File: config.mk
export PLATFORM = sky130hd
export DESIGN_NAME = substring_occurrence_counter_unit
export DESIGN_NICKNAME = d
export VERILOG_FILES = /design/src/sv/socu_pkg.sv /design/src/sv/socu_cell.sv /design/src/sv/socu_outbuf.sv /design/src/sv/substring_occurrence_counter_unit.sv
export SDC_FILE = /design/constraint.sdc
export NUM_CORES = 1
export LEC_CHECK = 0
export ABC_AREA = 1
export BUFFER_PORTS_ARGS = -buffer_cell sky130_fd_sc_hd__buf_2
export CAP_MARGIN = 20
export CELL_PAD_IN_SITES_DETAIL_PLACEMENT = 2
export CELL_PAD_IN_SITES_GLOBAL_PLACEMENT = 2
export CORE_ASPECT_RATIO = 1.4
export CORE_MARGIN = 4
export CORE_UTILIZATION = 35
export CTS_CLUSTER_DIAMETER = 60
export DETAILED_ROUTE_END_ITERATION = 8
export MAX_ROUTING_LAYER = met4
export PLACE_DENSITY = 0.85
export SYNTH_ARGS = -nofsm -noshare
export SYNTH_HDL_FRONTEND = slang
export SYNTH_SLANG_ARGS = --single-unit
File: constraint.sdc
create_clock -name clk_i -period 8.1 [get_ports clk_i]
set_input_delay 0.405 -clock clk_i [delete_from_list [all_inputs] [get_ports clk_i]]
set_output_delay 0.405 -clock clk_i [all_outputs]
set_load 0.05 [all_outputs]
File: src/sv/socu_pkg.sv
// ----------------------------------------------------------------------------
// socu_pkg: shared types and constants of the substring occurrence counter
// Widths, register indexes, the per-cell compare setup and the lead-byte
// length decode used by the row control.
// ----------------------------------------------------------------------------
`default_nettype none

package socu_pkg;

  // longest pattern, one compare cell per pattern byte
  localparam int MaxPatBytes = 8;
  // width of the saturating occurrence count
  localparam int CountBits   = 16;

  localparam int PatIdxW     = (MaxPatBytes > 1) ? $clog2(MaxPatBytes) : 1;
  localparam int PatW        = 64;
  localparam int PatLenW     = 4;
  localparam int SeenW       = 4;
  localparam int SkipW       = 31;
  localparam int CharLeftW   = 3;
  localparam int StartW      = 32;

  // stream payload widths
  localparam int InDataW     = 40;
  localparam int InUserW     = 2;
  localparam int OutDataW    = ((CountBits + 7) / 8) * 8;

  // configuration port
  localparam int CfgIdxW     = 1;
  localparam int CfgDataW    = 64;
  localparam logic [CfgIdxW-1:0] RegPatternBytes  = 1'd0;
  localparam logic [CfgIdxW-1:0] RegPatternLength = 1'd1;

  // compare setup of one cell
  typedef struct packed {
    logic       use_en;
    logic [7:0] pat;
  } cell_cfg_t;

  // continuation bytes that follow a lead byte
  function automatic logic [CharLeftW-1:0] lead_extra(input logic [7:0] b);
    logic [CharLeftW-1:0] n;
    n = '0;
    if (b inside {[8'hC0:8'hDF]}) begin
      n = 3'd1;
    end else if (b inside {[8'hE0:8'hEF]}) begin
      n = 3'd2;
    end else if (b inside {[8'hF0:8'hF7]}) begin
      n = 3'd3;
    end else if (b inside {[8'hF8:8'hFB]}) begin
      n = 3'd4;
    end else if (b inside {[8'hFC:8'hFD]}) begin
      n = 3'd5;
    end
    return n;
  endfunction

endpackage

`default_nettype wire

File: src/sv/socu_cell.sv
// ----------------------------------------------------------------------------
// socu_cell: one byte cell of the match window
// Holds one window byte, passes it to the older neighbor and compares the
// byte arriving from the newer neighbor against its pattern byte.
// ----------------------------------------------------------------------------
`default_nettype none

module socu_cell import socu_pkg::*; (
  input  wire logic       clk_i,
  input  wire logic       shift_i,
  input  wire logic [7:0] byte_i,
  input  wire cell_cfg_t  cfg_i,
  output logic      [7:0] byte_o,
  output logic            hit_o
);

  logic [7:0] byte_q;

  // window byte, moves one cell on each counted byte
  always_ff @(posedge clk_i) begin
    if (shift_i) begin
      byte_q <= byte_i;
    end
  end

  assign byte_o = byte_q;

  // compare the byte this cell takes on the shift
  assign hit_o = !cfg_i.use_en || (byte_i == cfg_i.pat);

endmodule

`default_nettype wire

File: src/sv/socu_outbuf.sv
// ----------------------------------------------------------------------------
// socu_outbuf: two-entry result buffer
// Output register plus a skid register, so the input side keeps taking
// bytes while one result waits on the output.
// ----------------------------------------------------------------------------
`default_nettype none

module socu_outbuf import socu_pkg::*; (
  input  wire logic                 clk_i,
  input  wire logic                 rst_ni,
  input  wire logic                 push_i,
  input  wire logic [CountBits-1:0] push_data_i,
  output logic                      room_o,
  output logic                      valid_o,
  input  wire logic                 ready_i,
  output logic      [CountBits-1:0] data_o
);

  logic                 o_valid_q, o_valid_d;
  logic                 s_valid_q, s_valid_d;
  logic [CountBits-1:0] o_data_q, o_data_d;
  logic [CountBits-1:0] s_data_q, s_data_d;
  logic                 o_free;

  assign o_free = !o_valid_q || ready_i;

  // fill order: skid entry moves up first, then the new request
  always_comb begin
    o_valid_d = o_valid_q;
    o_data_d  = o_data_q;
    s_valid_d = s_valid_q;
    s_data_d  = s_data_q;
    if (o_free) begin
      if (s_valid_q) begin
        o_valid_d = 1'b1;
        o_data_d  = s_data_q;
        s_valid_d = push_i;
        s_data_d  = push_data_i;
      end else begin
        o_valid_d = push_i;
        o_data_d  = push_data_i;
      end
    end else if (push_i) begin
      s_valid_d = 1'b1;
      s_data_d  = push_data_i;
    end
  end

  always_ff @(posedge clk_i or negedge rst_ni) begin
    if (!rst_ni) begin
      o_valid_q <= 1'b0;
      s_valid_q <= 1'b0;
    end else begin
      o_valid_q <= o_valid_d;
      s_valid_q <= s_valid_d;
    end
  end

  always_ff @(posedge clk_i) begin
    o_data_q <= o_data_d;
    s_data_q <= s_data_d;
  end

  assign room_o  = !s_valid_q;
  assign valid_o = o_valid_q;
  assign data_o  = o_data_q;

  // skid entry is only ever used behind a held output
  a_skid_behind_out: assert property (@(posedge clk_i) disable iff (!rst_ni)
    s_valid_q |-> o_valid_q)
    else $error("skid entry held while output register empty");

endmodule

`default_nettype wire

File: src/sv/substring_occurrence_counter_unit.sv
// ----------------------------------------------------------------------------
// substring_occurrence_counter_unit: non-overlapping pattern count per row
// Bytes of a row pass a chain of compare cells; after an optional skip of
// leading UTF-8 characters, leftmost-first matches are counted and the
// saturating count goes out with the last byte of the row.
//
//   port group   dir   payload (lowest bit first)
//   s_axis       in    tdata: data_byte[7:0], start_position[39:8];
//                      tuser: first_byte, empty_row; tlast: last_byte
//   m_axis       out   tdata: match_count
//   cfg          in    write enable, index, 64-bit data
//
// one byte per clock while the result buffer has room; the window shift,
// the cell compares and the count update are worked out combinationally for each byte.
// a row's result is registered in the result buffer before it appears on m_axis.
// a two-entry result buffer lets input continue while m_axis stalls;
// s_axis_tready drops only when both entries hold results.
// reset takes effect at once, there is no clearing pass.
// ----------------------------------------------------------------------------
`default_nettype none

module substring_occurrence_counter_unit import socu_pkg::*; (
  input  wire logic                clk_i,
  input  wire logic                rst_ni,
  // byte stream
  input  wire logic                s_axis_tvalid,
  output logic                     s_axis_tready,
  input  wire logic [InDataW-1:0]  s_axis_tdata,  // data_byte, start_position
  input  wire logic [InUserW-1:0]  s_axis_tuser,  // first_byte, empty_row
  input  wire logic                s_axis_tlast,
  // result stream
  output logic                     m_axis_tvalid,
  input  wire logic                m_axis_tready,
  output logic      [OutDataW-1:0] m_axis_tdata,  // match_count
  // configuration writes
  input  wire logic                cfg_we_i,
  input  wire logic [CfgIdxW-1:0]  cfg_idx_i,
  input  wire logic [CfgDataW-1:0] cfg_data_i
);

  // input fields
  logic              in_accept;
  logic [7:0]        in_byte;
  logic [StartW-1:0] in_start;
  logic              in_first, in_last, in_empty;

  assign in_byte   = s_axis_tdata[7:0];
  assign in_start  = s_axis_tdata[8 +: StartW];
  assign in_first  = s_axis_tuser[0];
  assign in_empty  = s_axis_tuser[1];
  assign in_last   = s_axis_tlast;
  assign in_accept = s_axis_tvalid && s_axis_tready;

  // configuration registers
  logic [PatW-1:0]    pattern_q;
  logic [PatLenW-1:0] plen_q;

  always_ff @(posedge clk_i or negedge rst_ni) begin
    if (!rst_ni) begin
      pattern_q <= '0;
      plen_q    <= '0;
    end else if (cfg_we_i) begin
      case (cfg_idx_i)
        RegPatternBytes:  pattern_q <= cfg_data_i[PatW-1:0];
        RegPatternLength: plen_q    <= cfg_data_i[PatLenW-1:0];
        default: ;
      endcase
    end
  end

  // per-cell compare setup: the newest plen cells take the pattern in order
  logic                         plen_ok;
  cell_cfg_t [MaxPatBytes-1:0]  cell_cfg;

  assign plen_ok = (plen_q != '0) && (plen_q <= PatLenW'(MaxPatBytes));

  always_comb begin
    logic [PatLenW:0]   sum;
    logic [PatLenW:0]   pidx;
    for (int i = 0; i < MaxPatBytes; i++) begin
      sum  = (PatLenW+1)'(i) + {1'b0, plen_q};
      pidx = sum - (PatLenW+1)'(MaxPatBytes);
      cell_cfg[i].use_en = plen_ok && (sum >= (PatLenW+1)'(MaxPatBytes));
      cell_cfg[i].pat    = pattern_q[8*pidx[PatIdxW-1:0] +: 8];
    end
  end

  // cell chain, newest byte enters the top cell
  logic                   shift_en;
  logic [MaxPatBytes-1:0] hit;
  logic [7:0]             chain_byte [MaxPatBytes+1];

  assign chain_byte[MaxPatBytes] = in_byte;

  for (genvar g = 0; g < MaxPatBytes; g++) begin : g_cell
    socu_cell u_cell (
      .clk_i   (clk_i),
      .shift_i (shift_en),
      .byte_i  (chain_byte[g+1]),
      .cfg_i   (cell_cfg[g]),
      .byte_o  (chain_byte[g]),
      .hit_o   (hit[g])
    );
  end

  // row state
  logic                 active_q, active_d;
  logic [SkipW-1:0]     skip_q, skip_d;
  logic [CharLeftW-1:0] cbl_q, cbl_d;
  logic [SeenW-1:0]     since_q, since_d;
  logic [CountBits-1:0] count_q, count_d;
  logic                 do_count;
  logic                 res_valid;
  logic [CountBits-1:0] res_count;

  // next row state for the byte on the input
  always_comb begin
    logic             sp_pos;
    logic [SeenW-1:0] seen;
    sp_pos    = !in_start[StartW-1] && (in_start != '0);
    active_d  = active_q;
    skip_d    = skip_q;
    cbl_d     = cbl_q;
    since_d   = since_q;
    count_d   = count_q;
    do_count  = 1'b0;
    seen      = (since_q == '1) ? since_q : since_q + 1'b1;
    if (in_first) begin
      active_d = sp_pos;
      skip_d   = sp_pos ? in_start[SkipW-1:0] - 1'b1 : '0;
      cbl_d    = '0;
      since_d  = '0;
      count_d  = '0;
      seen     = SeenW'(1);
    end
    if (active_d) begin
      if (cbl_d != '0) begin
        cbl_d = cbl_d - 1'b1;
      end else if (skip_d != '0) begin
        skip_d = skip_d - 1'b1;
        cbl_d  = lead_extra(in_byte);
      end else begin
        do_count = 1'b1;
        if (plen_ok && (seen >= plen_q) && (&hit)) begin
          if (count_d != '1) begin
            count_d = count_d + 1'b1;
          end
          since_d = '0;
        end else begin
          since_d = seen;
        end
      end
    end
    res_valid = in_last || in_empty;
    res_count = in_empty ? '0 : count_d;
    if (res_valid) begin
      active_d = 1'b0;
      skip_d   = '0;
      cbl_d    = '0;
      since_d  = '0;
      count_d  = '0;
    end
  end

  assign shift_en = in_accept && do_count && !in_empty;

  always_ff @(posedge clk_i or negedge rst_ni) begin
    if (!rst_ni) begin
      active_q <= 1'b0;
      skip_q   <= '0;
      cbl_q    <= '0;
      since_q  <= '0;
      count_q  <= '0;
    end else if (in_accept) begin
      active_q <= active_d;
      skip_q   <= skip_d;
      cbl_q    <= cbl_d;
      since_q  <= since_d;
      count_q  <= count_d;
    end
  end

  // result buffer
  logic                 buf_room;
  logic [CountBits-1:0] out_count;

  socu_outbuf u_outbuf (
    .clk_i       (clk_i),
    .rst_ni      (rst_ni),
    .push_i      (in_accept && res_valid),
    .push_data_i (res_count),
    .room_o      (buf_room),
    .valid_o     (m_axis_tvalid),
    .ready_i     (m_axis_tready),
    .data_o      (out_count)
  );

  assign s_axis_tready = buf_room;
  assign m_axis_tdata  = OutDataW'(out_count);

  // no count is carried outside an open row
  a_idle_count_zero: assert property (@(posedge clk_i) disable iff (!rst_ni)
    !active_q |-> (count_q == '0) && (since_q == '0) && (skip_q == '0))
    else $error("row state left over outside an open row");

  // a pending multi-byte character only exists inside an open row
  a_cbl_active: assert property (@(posedge clk_i) disable iff (!rst_ni)
    (cbl_q != '0) |-> active_q)
    else $error("character bytes pending with no open row");

  // each row end brings a result onto the output
  a_row_end_result: assert property (@(posedge clk_i) disable iff (!rst_ni)
    (in_accept && res_valid) |=> m_axis_tvalid)
    else $error("row end accepted but no result shown");

  // backpressure only while a result waits
  a_stall_cause: assert property (@(posedge clk_i) disable iff (!rst_ni)
    !s_axis_tready |-> m_axis_tvalid)
    else $error("input stalled with no result pending");

endmodule

`default_nettype wire

# == After elaboration in Yosys (flattened, before gate mapping) ==
# Index checks and enable logic that the tools add are counted.
# classes
addsub,20
n_lt_le_gt_ge,20
n_eq_ne,11
n_shift,8
mux,45
bitwise,1
reduce_logical,52
# ops
operator,n
$shiftx A64 B7 Y8,8
$mux W16,12
$mux W31,6
$eq A8 B8 Y1,8
$sub A31 B1 Y31 const B,2
$ge A8 B8 Y1 const B,5
$le A8 B8 Y1 const B,5
$ge A5 B4 Y1 const B,7
$mux W4,8
$reduce_bool A32 Y1,1
$reduce_bool A31 Y1,1
$mux W3,10
$sub A3 B1 Y3 const B,9
$logic_and A1 B1 Y1,21
$add A3 B4 Y5 const A,4
$add A16 B1 Y16 const B,1
$ne A16 B16 Y1 const B,1
$logic_not A1 Y1,12
$add A2 B4 Y5 const A,2
$logic_or A1 B1 Y1,10
$mux W1,9
$reduce_and A8 Y1,1
$reduce_and A2 Y1,3
$add A1 B4 Y5 const A,1
10 further kinds,10
# word_totals
reg_bits,213
in_bits,113
wordCells,175

# == Depth between registers and ports, before layout ==
# logic_depth
word_depth,14
mapped_depth,27
depth_no_buf,23

# == By module ==
# From an unflattened synthesis, not the netlist that was laid out.
# unflattened
cells_unflattened,2168
area_unflattened_um2,15061.9
# modules_own_cells
module,instances,cells_each,area_each_um2,seq_area_each_um2
substring_occurrence_counter_unit,1,1752,10740.3,3078.0
socu_cell,8,40,380.4,240.2
socu_outbuf,1,96,1278.7,1011.0

# == Worst setup path before layout ==
# Ideal clock, no wire load.
# synth_timing
kind,input port to flip-flop
from,in s_axis_tdata[8]
to,"reg g_cell[1].u_cell.byte_q[0], enable pin"
t_arrival_ns,7.692
setup_slack_ns,-0.202
cell_stages,18
n_path_buf,1
path_cell_list,inv_1 > ha_1 > nand2_1 > nor2_1 > nand2_2 > nor2_4 > nand2_4 > nand2_4 > buf_8 > o22ai_1 > inv_1 > ha_1 > inv_1 > nor3_1 > nand2_1 > nor2_2 > nand4_1 > nor4_1
# synth_via
elab_chain_len,10
# synth_rtl
item,line_no,text
from (decl),substring_occurrence_counter_unit.sv:28,"input wire logic [InDataW-1:0] s_axis_tdata,"
branches (longest 7 deep; another with $sub A31 B1 Y31),-,
$mux W1 (*),substring_occurrence_counter_unit.sv:136,if (active_d) begin
$logic_and A1 B1 Y1 (*) (2 in a row),substring_occurrence_counter_unit.sv:165,assign shift_en = in_accept && do_count && !in_empty;
named net g_cell[0].u_cell.shift_i,socu_cell.sv:10,"input wire logic shift_i,"
to (signal assigned),socu_cell.sv:22,byte_q <= byte_i;
to (decl),socu_cell.sv:17,logic [7:0] byte_q;
# Mark *: on every way through the listed nets, which the timed path passes.
# A chain may end at the register's enable or synchronous reset.

# == Worst setup path after layout ==
# layout_timing
from,reg plen_q[1]
to,"reg u_outbuf.o_data_q[0] (netlist: u_outbuf.data_o[0]), data pin"
# layout_via
elab_chain_len,13
# layout_rtl
item,line_no,text
from (decl),substring_occurrence_counter_unit.sv:56,logic [PatLenW-1:0] plen_q;
from (signal assigned),substring_occurrence_counter_unit.sv:65,RegPatternLength: plen_q <= cfg_data_i[PatLenW-1:0];
"$add A1 B4 Y5, or another cell as far along",substring_occurrence_counter_unit.sv:81,"sum = (PatLenW+1)'(i) + {1'b0, plen_q};"
"$sub A3 B1 Y3, or another cell as far along",substring_occurrence_counter_unit.sv:82,pidx = sum - (PatLenW+1)'(MaxPatBytes);
$shiftx A64 B7 Y8 / $logic_and A1 B1 Y1 (equally long branches),"substring_occurrence_counter_unit.sv:84, substring_occurrence_counter_unit.sv:83",
$eq A8 B8 Y1 / $logic_not A1 Y1 (equally long branches),socu_cell.sv:29,assign hit_o = !cfg_i.use_en || (byte_i == cfg_i.pat);
$logic_or A1 B1 Y1,socu_cell.sv:29,
$reduce_and A8 Y1,substring_occurrence_counter_unit.sv:144,if (plen_ok && (seen >= plen_q) && (&hit)) begin
$logic_and A1 B1 Y1 (*),substring_occurrence_counter_unit.sv:144,
$mux W16 (*),substring_occurrence_counter_unit.sv:144,
$mux W16 (*),substring_occurrence_counter_unit.sv:139,end else if (skip_d != '0) begin
$mux W16 (*),substring_occurrence_counter_unit.sv:137,if (cbl_d != '0) begin
$mux W16 (*),substring_occurrence_counter_unit.sv:136,
$mux W16 (*),substring_occurrence_counter_unit.sv:155,res_count = in_empty ? '0 : count_d;
$mux W16 (*),socu_outbuf.sv:34,if (s_valid_q) begin
to (signal assigned),socu_outbuf.sv:60,o_data_q <= o_data_d;
to (decl),socu_outbuf.sv:21,"logic [CountBits-1:0] o_data_q, o_data_d;"
# Every way passes the cells marked *; elsewhere a longest branch is shown, timed or not.

==> flow_summary.toml <==
[status]
outcome = "completed"

[global_routing]
grtUsageTotal_pct = 27.9
overflow = 0
grt_pass1_vias = 17400
grt_max_degree = 79
antenna_found_initial = 1
grt_first_pass_wirelength_um = 98200

[synthesis]
synth_most_common_cell = "nand2_1"
yosys-top-cells-area = "dfrtp_1 21%, edfxtp_1 18%, nand2_1 17%"
synthDistinctLibCells = 41
synthMuxAreaShare_pct = 4.51
yosysSeqAreaShare_pct = 38.5
ys_warn_count = 0
synth_compound_area_share_pct = 4.69
ys.flop_type = "dfrtp_1"
post-synth-top-area-cell = "dfrtp_1"
ys_ff_latch = 213
synth_top_family_by_area = "simple AND/OR/NAND/NOR gates"
synthCells = 2102
synth_edf_count = 88
synth_xor_area_share_pct = 1.58
avgSynthCellArea_sq_um = 7.12
yosysTopAreaCellShare_pct = 20.9
netlist_area_sq_um = 15000
async_flop_share_pct = 58.7
syn_nets = 2234
synth_common_cells = "667 x nand2_1, 398 x nand3_1, 180 x inv_1"
synth_simple_gate_area_share_pct = 41.4
synthAdderAreaFrac_pct = 1.59

[cells_and_area]
area_growth_syn_to_layout_pct = 14.2
layout-drive-gt1-share_pct = 15.3
fin_nets = 2331
finalCoreUtilization_pct = 40.5

[timing]
fmax_mhz = 161
tns_ps = 0
rsz0062_at_grt = "no"
fin_crit_ps = 6200
setup_viol = 0
fin_crit_sh_pct = 76.5
fin_skew_ps = 32.1
finalHoldViolations = 0
tightest_slew_ps = 1070
drv_slew = 0
relSlewSlack_pct = 28.9

[setup_path]
critPathLaunchType = "flip-flop"
path_cells = "buf_4, inv_1, buf_4, ha_1, buf_4, inv_1, buf_16, nand3_1, nand3_1, nand2_1, nand2_1, nand2_1, nand3_1, nor2_1, nand2_1, nand2_1, nand4_1, nor2_4, nand3_1, nand2_1, nand2_1, nand3_1, nand2_1"
critPathKind = "reg -> reg"
cp_data_arrival_time_ps = 6510
path_buf_inv = 6
cp_top_family = "buffers and inverters"
critPathCaptureType = "flip-flop"
cpMostUsedCell = "nand2_1"
slowest_stage = "nor2_4"
critPathMaxStageDelay_ps = 740
crit_required_ps = 8410
crit_path_max_fanout = 39

[clocking]
cts_resized = 0
clockRootBuffer = "clkbuf_16"
cts_tree = "yes"
numCtsBuffers = 28
clk_pin_slew_worst_paths_ps = 60
cts.sinks = 213
clock_latency_ps = 570
cts_buffer_depth = 3
cts_setup_buffers = 0
htree_levels = 1

[hold_path]
hp-class = "in -> reg"

[power_and_ir_drop]
power-per-cell-area_nw_per_um2 = 219
p_leak_uw = 0.00800
ir_drop_mv = 0.134

[die]
die_y_um = 253
dieArea_sq_um = 46200
num_io_pins = 131
coreArea_sq_um = 42200
die-width_um = 183
rows = 89
start_util_pct = 35.5

[drt]
wl_um = 63900
vias_per_cell = 5.63
wl_per_cell_um = 23.1
firstDrtPassIters = 5
drc = 0
antenna_left = 0
dr.first_iter.drc_count = 683
vias = 15600

[placement]
gp_congestion = 0.881
io_buffer_count = 130
dpl.hpwl_um = 46200

[flow_run]
drv_cap = 0
-- final timing paths --
check / startpoint / end / slack (ps) / cells past startpoint
worst max-delay path: plen_q[1] / u_outbuf.data_o[0] / 1900 / 23
worst min-delay path: cfg_data_i[41] / pattern_q[41] / 70 / 2
worst max register to register: plen_q[1] / u_outbuf.data_o[0] / 1900 / 23
worst min register to register: skip_q[30] / skip_q[30] / 470 / 2
max in group asynchronous: rst_ni / skip_q[12] / 6630 / 4
min in group asynchronous: rst_ni / skip_q[19] / 370 / 2
-- report_power, final --
group / switching [uW] / internal, uW / leakage (uW)
Combinational: 811 / 338 / 0.00509
Sequential: 71.3 / 1200 / 0.00242
Clock: 549 / 789 / 0.000495
-- routing by layer --
metal  vias up  routed length, um  part of all wire (%)  global-route usage [%]
met5         -                  0                     0                       -
li1       7163                  -                     -                       -
met3       188               1920                   3.0                    2.68
met4         0               3710                   5.8                    13.9
met2       341              34800                    54                    52.3
met1      7892              23500                    37                    28.8
-- per-stage QoR --
stage                     area (sq um)  cells  setup slack [ps]  power, uW  hold WS [ps]
after global routing             17100   2768              1590       3940          54.4
after floorplan                  15000   2102              2140       2010           109
after detailed placement         16100   2712              2100       2400           415
after CTS                        17100   2765              2000       3770          39.5
after global placement           16000   2711              2090       2330           409
final                            17100   2768              1900       3750          68.1
-- cell families after synthesis --
group           count (synthesis)
compound gates                127
xor+xnor                       27
fa+ha+maj                      19
buf+inv                       277
flops                         213
mux                            60
simple gates                 1379
-- registers in the layout, summed over array words and instances (netlist names) --
name	count
count_q	16
u_outbuf.s_valid_q	1
pattern_q	64
skip_q	31
cbl_q	3
active_q	1
u_outbuf.data_o	16
plen_q	4
g_cell.u_cell.byte_o	56
since_q	4
u_outbuf.valid_o	1
u_outbuf.s_data_q	16
-- final cells by class --
| type | count | area, sq um |
|---|---|---|
| Antenna cell | 1 | 2.50 |
| Clock buffer | 38 | 863 |
| Clock inverter | 14 | 133 |
| Fill cell | 5047 | 25100 |
| Inverter | 195 | 732 |
| Multi-Input combinational cell | 1612 | 8070 |
| Sequential cell | 213 | 5770 |
| Tap cell | 546 | 683 |
| Timing Repair Buffer | 149 | 855 |
-- cell usage in the layout, fill, tap and decap left out, drive strengths merged, types with 3 or more instances in the layout --
cell      n
a21oi    30
buf     148
clkbuf   38
clkinv   13
dfrtp   125
edfxtp   88
ha       19
inv     194
mux2     60
nand2   686
nand3   402
nand3b   34
nand4    52
nor2    183
nor3     15
nor4      5
o21ai    82
o21bai    4
o22ai     3
xnor2    18
xor2      9
-- repair_timing --
item	in CTS	in global routing
setup endpoints to repair	0	0
hold buffers	1	0
endpoints found under the hold margin	47	0
Note: power is estimated with default switching activity, not from simulation.
